### src/sv/tas_pkg.sv
// shared types and command/status codes for the throttle actuator sequencer
package tas_pkg;

  localparam int KIND_BITS   = 4;
  localparam int STATUS_BITS = 3;

  localparam logic [KIND_BITS-1:0] KIND_UP           = 4'd0;
  localparam logic [KIND_BITS-1:0] KIND_DOWN         = 4'd1;
  localparam logic [KIND_BITS-1:0] KIND_RUN          = 4'd2;
  localparam logic [KIND_BITS-1:0] KIND_STOP         = 4'd3;
  localparam logic [KIND_BITS-1:0] KIND_IDLE         = 4'd4;
  localparam logic [KIND_BITS-1:0] KIND_MAX          = 4'd5;
  localparam logic [KIND_BITS-1:0] KIND_CALIBRATE    = 4'd6;
  localparam logic [KIND_BITS-1:0] KIND_ENGINE_ERROR = 4'd7;
  localparam logic [KIND_BITS-1:0] KIND_FREQ_REPORT  = 4'd8;

  localparam logic [STATUS_BITS-1:0] ST_OK     = 3'd0;
  localparam logic [STATUS_BITS-1:0] ST_UNCAL  = 3'd1;
  localparam logic [STATUS_BITS-1:0] ST_GOAL   = 3'd2;
  localparam logic [STATUS_BITS-1:0] ST_CLOSED = 3'd3;
  localparam logic [STATUS_BITS-1:0] ST_ERROR  = 3'd4;

  typedef struct packed {
    logic calibrating;
    logic calibrated;
    logic fault;
  } tas_flags_t;

endpackage

### src/sv/tas_step.sv
// next-state and result logic for one throttle command
module tas_step import tas_pkg::*; #(
  parameter int POSITION_BITS = 13,
  parameter int FREQ_BITS     = 16
) (
  input  logic [KIND_BITS-1:0]            kind,
  input  logic [FREQ_BITS-1:0]            measured_frequency,
  input  logic [FREQ_BITS-1:0]            target_frequency,
  input  logic signed [POSITION_BITS-1:0] position,
  input  logic signed [POSITION_BITS-1:0] idle_pos,
  input  logic signed [POSITION_BITS-1:0] top_pos,
  input  tas_flags_t                      flags,
  input  logic [FREQ_BITS-1:0]            last_frequency,
  output logic signed [POSITION_BITS-1:0] position_next,
  output logic signed [POSITION_BITS-1:0] idle_pos_next,
  output logic signed [POSITION_BITS-1:0] top_pos_next,
  output tas_flags_t                      flags_next,
  output logic [FREQ_BITS-1:0]            last_frequency_next,
  output logic signed [POSITION_BITS:0]   steps_moved,
  output logic [STATUS_BITS-1:0]          status
);

  localparam int STEP_BITS = POSITION_BITS + 1;
  localparam logic signed [POSITION_BITS-1:0] POS_ZERO = '0;
  localparam logic signed [POSITION_BITS-1:0] POS_ONE  = {{(POSITION_BITS-1){1'b0}}, 1'b1};
  localparam logic signed [POSITION_BITS-1:0] POS_TOP  = {1'b0, {(POSITION_BITS-1){1'b1}}};
  localparam logic signed [POSITION_BITS-1:0] POS_BOT  = {1'b1, {(POSITION_BITS-1){1'b0}}};

  logic                            drive;  // moves and reports steps
  logic                            jump;   // moves without driving (calibration zero)
  logic signed [POSITION_BITS-1:0] dest;

  always_comb begin
    idle_pos_next       = idle_pos;
    top_pos_next        = top_pos;
    flags_next          = flags;
    last_frequency_next = last_frequency;
    status              = ST_OK;
    drive               = 1'b0;
    jump                = 1'b0;
    dest                = position;
    case (kind)
      KIND_UP: begin
        if (position != POS_TOP) begin
          drive = 1'b1;
          dest  = position + POS_ONE;
        end
      end
      KIND_DOWN: begin
        if (position != POS_BOT) begin
          drive = 1'b1;
          dest  = position - POS_ONE;
        end
      end
      KIND_RUN: begin
        if (!flags.calibrated) begin
          status = ST_UNCAL;
        end else if (target_frequency > last_frequency) begin
          if (position < top_pos) begin
            drive = 1'b1;
            dest  = position + POS_ONE;
          end else begin
            flags_next.fault = 1'b1;
            status           = ST_ERROR;
          end
        end else if (target_frequency < last_frequency) begin
          if (position > POS_ZERO) begin
            drive = 1'b1;
            dest  = position - POS_ONE;
          end else begin
            status = ST_CLOSED;
          end
        end else begin
          status = ST_GOAL;
        end
      end
      KIND_STOP, KIND_ENGINE_ERROR: begin
        if (flags.calibrating) begin
          jump = 1'b1;
          dest = POS_ZERO;
        end else if (!flags.calibrated) begin
          status = ST_UNCAL;
        end else if (position > POS_ZERO) begin
          drive = 1'b1;
          dest  = POS_ZERO;
        end
        // engine error forces the flag and its own status over the stop result
        if (kind == KIND_ENGINE_ERROR) begin
          flags_next.fault = 1'b1;
          status           = ST_ERROR;
        end
      end
      KIND_IDLE: begin
        if (flags.calibrating) begin
          idle_pos_next = position;
        end else if (flags.calibrated) begin
          drive = 1'b1;
          dest  = idle_pos;
        end else begin
          status = ST_UNCAL;
        end
      end
      KIND_MAX: begin
        if (flags.calibrating) begin
          top_pos_next           = position;
          flags_next.calibrated  = 1'b1;
          flags_next.calibrating = 1'b0;
        end else if (flags.calibrated) begin
          if (position < top_pos) begin
            drive = 1'b1;
            dest  = top_pos;
          end
        end else begin
          status = ST_UNCAL;
        end
      end
      KIND_CALIBRATE: begin
        flags_next.calibrating = 1'b1;
      end
      KIND_FREQ_REPORT: begin
        last_frequency_next = measured_frequency;
      end
      default: begin
      end
    endcase
  end

  assign position_next = (drive || jump) ? dest : position;
  assign steps_moved   = drive ? (STEP_BITS'(dest) - STEP_BITS'(position)) : '0;

endmodule

### src/sv/throttle_actuator_sequencer.sv
// throttle actuator sequencer top level: request register, command logic, result register
//
// Takes one throttle command per clock while the result side does not stall,
// and returns exactly one result per command. A request is held in an input
// register; the command logic then updates the position, learned idle/max
// positions and flags and loads the result register, so each request passes
// through the input register and then the result register, and commands may
// follow back to back at one per clock. A stall on the result side holds the
// result register and, once the input register is also full, stalls the
// request side. target_frequency is written through cfg_write_enable/cfg_write_data;
// the user writes it only while no command is in flight; the block does not enforce it.
module throttle_actuator_sequencer import tas_pkg::*; #(
  parameter int POSITION_BITS = 13,
  parameter int FREQ_BITS     = 16
) (
  input  logic                            clk,
  input  logic                            rst,
  input  logic                            cfg_write_enable,
  input  logic [FREQ_BITS-1:0]            cfg_write_data,
  input  logic                            in_valid,
  output logic                            in_stall,
  input  logic [KIND_BITS-1:0]            kind,
  input  logic [FREQ_BITS-1:0]            measured_frequency,
  output logic                            out_valid,
  input  logic                            out_stall,
  output logic signed [POSITION_BITS-1:0] position,
  output logic signed [POSITION_BITS:0]   steps_moved,
  output logic [STATUS_BITS-1:0]          status,
  output logic                            error_flag,
  output logic                            calibrated_flag,
  output logic                            calibrating_flag
);

  logic [FREQ_BITS-1:0]            target_frequency;
  logic signed [POSITION_BITS-1:0] position_reg;
  logic signed [POSITION_BITS-1:0] idle_reg;
  logic signed [POSITION_BITS-1:0] max_reg;
  tas_flags_t                      flags;
  logic [FREQ_BITS-1:0]            last_frequency;

  logic                            req_valid;
  logic [KIND_BITS-1:0]            req_kind;
  logic [FREQ_BITS-1:0]            req_freq;

  logic signed [POSITION_BITS-1:0] position_next;
  logic signed [POSITION_BITS-1:0] idle_next;
  logic signed [POSITION_BITS-1:0] max_next;
  tas_flags_t                      flags_next;
  logic [FREQ_BITS-1:0]            last_frequency_next;
  logic signed [POSITION_BITS:0]   steps_next;
  logic [STATUS_BITS-1:0]          status_next;

  logic advance;

  // result register can take a new result
  assign advance  = !out_valid || !out_stall;
  assign in_stall = req_valid && !advance;

  tas_step #(
    .POSITION_BITS(POSITION_BITS),
    .FREQ_BITS    (FREQ_BITS)
  ) u_step (
    .kind               (req_kind),
    .measured_frequency (req_freq),
    .target_frequency   (target_frequency),
    .position           (position_reg),
    .idle_pos           (idle_reg),
    .top_pos            (max_reg),
    .flags              (flags),
    .last_frequency     (last_frequency),
    .position_next      (position_next),
    .idle_pos_next      (idle_next),
    .top_pos_next       (max_next),
    .flags_next         (flags_next),
    .last_frequency_next(last_frequency_next),
    .steps_moved        (steps_next),
    .status             (status_next)
  );

  always_ff @(posedge clk) begin
    if (rst) begin
      target_frequency <= '0;
    end else if (cfg_write_enable) begin
      target_frequency <= cfg_write_data;
    end
  end

  // request register
  always_ff @(posedge clk) begin
    if (rst) begin
      req_valid <= 1'b0;
    end else if (!in_stall) begin
      req_valid <= in_valid;
    end
  end

  always_ff @(posedge clk) begin
    if (in_valid && !in_stall) begin
      req_kind <= kind;
      req_freq <= measured_frequency;
    end
  end

  // sequencer state, updated as each request moves to the result register
  always_ff @(posedge clk) begin
    if (rst) begin
      position_reg   <= '0;
      idle_reg       <= '0;
      max_reg        <= '0;
      flags          <= '0;
      last_frequency <= '0;
    end else if (req_valid && advance) begin
      position_reg   <= position_next;
      idle_reg       <= idle_next;
      max_reg        <= max_next;
      flags          <= flags_next;
      last_frequency <= last_frequency_next;
    end
  end

  // result register
  always_ff @(posedge clk) begin
    if (rst) begin
      out_valid <= 1'b0;
    end else if (advance) begin
      out_valid <= req_valid;
    end
  end

  always_ff @(posedge clk) begin
    if (req_valid && advance) begin
      position         <= position_next;
      steps_moved      <= steps_next;
      status           <= status_next;
      error_flag       <= flags_next.fault;
      calibrated_flag  <= flags_next.calibrated;
      calibrating_flag <= flags_next.calibrating;
    end
  end

endmodule

### config.mk
export PLATFORM = sky130hd
export DESIGN_NAME = throttle_actuator_sequencer
export DESIGN_NICKNAME = d
export VERILOG_FILES = /design/src/sv/tas_pkg.sv /design/src/sv/tas_step.sv /design/src/sv/throttle_actuator_sequencer.sv
export SDC_FILE = /design/constraint.sdc
export NUM_CORES = 1
export LEC_CHECK = 0
export ABC_AREA = 1
export BUFFER_PORTS_ARGS = -buffer_cell sky130_fd_sc_hd__buf_2
export CORE_MARGIN = 2
export CORE_UTILIZATION = 40
export CTS_BUF_LIST = sky130_fd_sc_hd__clkbuf_4 sky130_fd_sc_hd__clkbuf_8 sky130_fd_sc_hd__clkbuf_16
export DETAILED_ROUTE_END_ITERATION = 10
export GPL_ROUTABILITY_DRIVEN = 1
export GPL_TIMING_DRIVEN = 0
export SLEW_MARGIN = 20
export SYNTH_ARGS = -nofsm -noshare
export SYNTH_HDL_FRONTEND = slang
export SYNTH_SLANG_ARGS = --single-unit
### constraint.sdc
create_clock -name clk -period 6.9 [get_ports clk]
set_input_delay 0 -clock clk [delete_from_list [all_inputs] [get_ports clk]]
set_output_delay 0 -clock clk [all_outputs]
set_load 0.1 [all_outputs]
==> summary.md <==
| Metric | Value |
|---|---|
| Dpl cells | 1428 |
| Finished Cell Area | 0.00972 mm^2 |
| Count of input and output buffers | 74 |
| Clock Root Buffer | clkbuf_16 |
| CP Launch Type | register |
| YS warnings | 0 |
| Min Tclk post-route | 5.03 ns |
| R2R cell count | 23 |
| Critical Path Sink Type | register |
| Grt ovf | 0 |
| GP Congestion | 0.963 |
| Setup TNS | 0 ns |
| Post-route DRC | 0 |
| Wire per inst | 16.8 um |
| Unrepaired setup endpoints after global routing | false |
| Worst hold stages | 2 |
| First-pass GRT wire length | 39.9 mm |
| Share of total power in sequential cells | a little over a third |
| DR pass1 iterations | 5 |
| Vias in the first global route | 7379 |
| TritonCTS buffer count | 17 |
| Routed vias | 7712 |
| Sw Pwr | 0.836 mW |
| Max Cap Violations | 0 |
| Critical path required time | 7.18 ns |
| CTS H-tree depth | 4 |
| VDD IR-drop max | 0.166 mV |
| Starting Density | 40.9% |
| Max clock buf depth | 2 |
| Post-CTS Hold Fix Bufs | 43 |
| Syn_nets | 1174 |
| CORE AREA | 0.0195 mm^2 |
| DP HPWL | 18.9 mm |
| Commonest cells post-synth | 244 x nand2_1, 124 x inv_1, 117 x a21oi_1 |
| Synthesized flop and latch total | 129 |
| Fmax | 199 MHz |
| Ys flop type | dfxtp_1 |
| Setup WS pre-CTS | 2.05 ns |
| Diode count | 0 |
| Register area | 0.00311 mm^2 |
| Vias per inst | roughly 5 |
| Avg Inst Size Synth | approximately 7.3 um^2 |
| Internal Pwr Total | 1.55 mW |
| Clk network pwr share | 37.4% |
| Die area | approximately 0.021 mm^2 |
| Final Max Slew Viols | 0 |
| Slew @ Worst Pin | about 0.9 ns |
| Switching Share | between 30% and 40% |
| Largest net degree at the start of global routing | 33 |
| Comb pwr share | 26.8% |
| Critical path class | reg -> reg |
| Nets | 1311 |
| Cell taking the most area after synthesis | edfxtp_1 |
| Die Width | 145 um |
| CTS Sinks | roughly 130 |
| Top cells by area, synth | edfxtp_1 20%, dfxtp_1 19%, nand2_1 11% |
| Initial DRC count | 618 |
| Worst-path clk slew | 0.06 ns |
| Cell area after placement | around 0.0087 mm^2 |
| Area of the mapped netlist | 0.00799 mm^2 |
| # Post-CTS Setup Buffers | 0 |
| Sequential share of the synthesized area | between 30% and 40% |
| Pwr per Cell Area | 245 mW/mm^2 |
| DIE HEIGHT | 145 um |
| Synth unique cells | 47 |
| Post-route ant nets | 0 |
| Synth top area share | 19.9% |
| Worst EP arrival | 5.31 ns |
| Most common cell in the netlist | nand2_1 |
| Clock latency on the worst-skew pair | 0.43 ns |
| Fraction of layout cells with a size suffix above 1 | 14.3% |
| R2R Setup Slk | 1.87 ns |
| Final Skew | 0.0110 ns |
| Status | complete, no violations |
| Final Hold Vio Count | 0 |
| Final wirelength | 25.3 mm |
| Finish-stage setup viols | 0 |
| Final worst path period share | approximately 73% |
| Final WS setup | 1.87 ns |
| Leakage | 4.43 nW |
| Syn-to-layout area delta | 21.7% |
| Crit path max fanout | 10 |
| Largest register FFs | 26 |
| Num rows | 51 |
| # resized after CTS | 0 |
| CTS tree | yes |
| Post-synth EDFFs | 53 |
| I/O pin count | 76 |
| GRT Util Overall | 24.3% |
| Hold Path Class | in -> reg |
| Syn Inst Count | between 1000 and 1500 |
| Post-synth ARST share | 0% |
| Slew margin rel. | 38.6% |
| # fillers | slightly below 2000 |
| Initial antenna violation count | 0 |
| Multi-input gate area | between 0.004 and 0.005 mm^2 |
| Non-Filler Instances | about 1500 |
-- final timing paths --
| kind | start | endpoint |
|---|---|---|
| hold / removal | rst | flags[0]$_SDFFE_PP0P_ |
| hold reg to reg | last_frequency[13]$_SDFFE_PP0P_ | last_frequency[13]$_SDFFE_PP0P_ |
| setup / recovery | position_reg[1]$_SDFFE_PP0P_ | steps_moved[11]$_SDFFCE_PN0P_ |
| setup reg to reg | position_reg[1]$_SDFFE_PP0P_ | steps_moved[11]$_SDFFCE_PN0P_ |
-- logic make-up after synthesis --
| kind of cell | after synthesis | synth area share [%] |
|---|---|---|
| adder cells (fa/ha/maj) | 45 | 7.14 |
| buffers and inverters | 186 | 9.62 |
| flip-flops | 129 | 39.0 |
| AND/OR/NAND/NOR | 443 | 24.4 |
| XOR/XNOR | 21 | 2.30 |
| AO/OA/AOI/OAI | 264 | 17.6 |
-- cells in the final DEF, fill, tap and decap left out, types with 5 or more instances in the layout --
cell type,instances
nor2_4,5
buf_4,6
nand3_1,35
inv_1,124
nand2_1,244
o21ai_0,111
dlygate4sd3_1,43
nand2_2,5
buf_2,81
clkbuf_16,19
ha_1,44
nor2_1,107
nand4_1,6
inv_6,5
a21oi_1,117
nand3_2,6
nor3_1,16
dfxtp_1,76
inv_2,13
nand2_4,6
o21ai_1,8
xor2_1,21
o211ai_1,5
edfxtp_1,53
clkbuf_1,22
-- routing by layer --
layer	up-vias	share of wire, %	global-route usage [%]
li1	3857	-	-
met1	3535	45	32.7
met2	280	45	38.8
met3	40	7.3	4.84
met4	0	2.9	9.31
met5	-	0	0
-- through the flow --
stage          hold WS (ns)  utilization [%]  power [mW]
2_1_floorplan        0.0989                -        1.33
3_3_place_gp          0.176             44.5        1.47
3_5_place_dp          0.178             44.6        1.48
4_1_cts              0.0418             49.8        2.39
5_1_grt              0.0628             49.8        2.50
6_report             0.0591             49.8        2.38
-- power by group through the flow --
stage / clock network [mW] / logic [mW] / registers (mW)
floorplan: 0 / 0.383 / 0.944
global placement: 0 / 0.607 / 0.868
detailed placement: 0 / 0.610 / 0.867
CTS: 0.904 / 0.632 / 0.851
global route: 0.942 / 0.707 / 0.854
finish: 0.891 / 0.639 / 0.851
-- critical path, stage by stage (launching register included) --
cell       delay [ns]
dfxtp_1          0.46
clkbuf_1         0.49
inv_1            0.35
ha_1             0.33
nand3_2          0.16
nor2_4           0.06
nand2_2          0.09
nand2_1          0.20
a21oi_1          0.32
nand2_1          0.14
a21oi_1          0.15
o21ai_0          0.13
nor2_1           0.12
nand2_1          0.06
nand2_1          0.18
inv_1            0.07
ha_1             0.34
inv_1            0.08
nor3_1           0.22
nand3b_1         0.11
o2111ai_1        0.24
a21oi_1          0.14
or2_2            0.29
a21oi_1          0.13
-- cell type report --
class	count	share of cell area, %
Multi-Input combinational cell	773	42.2
Sequential cell	129	32.0
Timing Repair Buffer	118	8.44
Inverter	144	5.65
Clock buffer	20	5.03
Tap cell	265	3.41
Buffer	42	2.26
Clock inverter	12	0.965
Note: power is estimated with default switching activity, not from simulation.
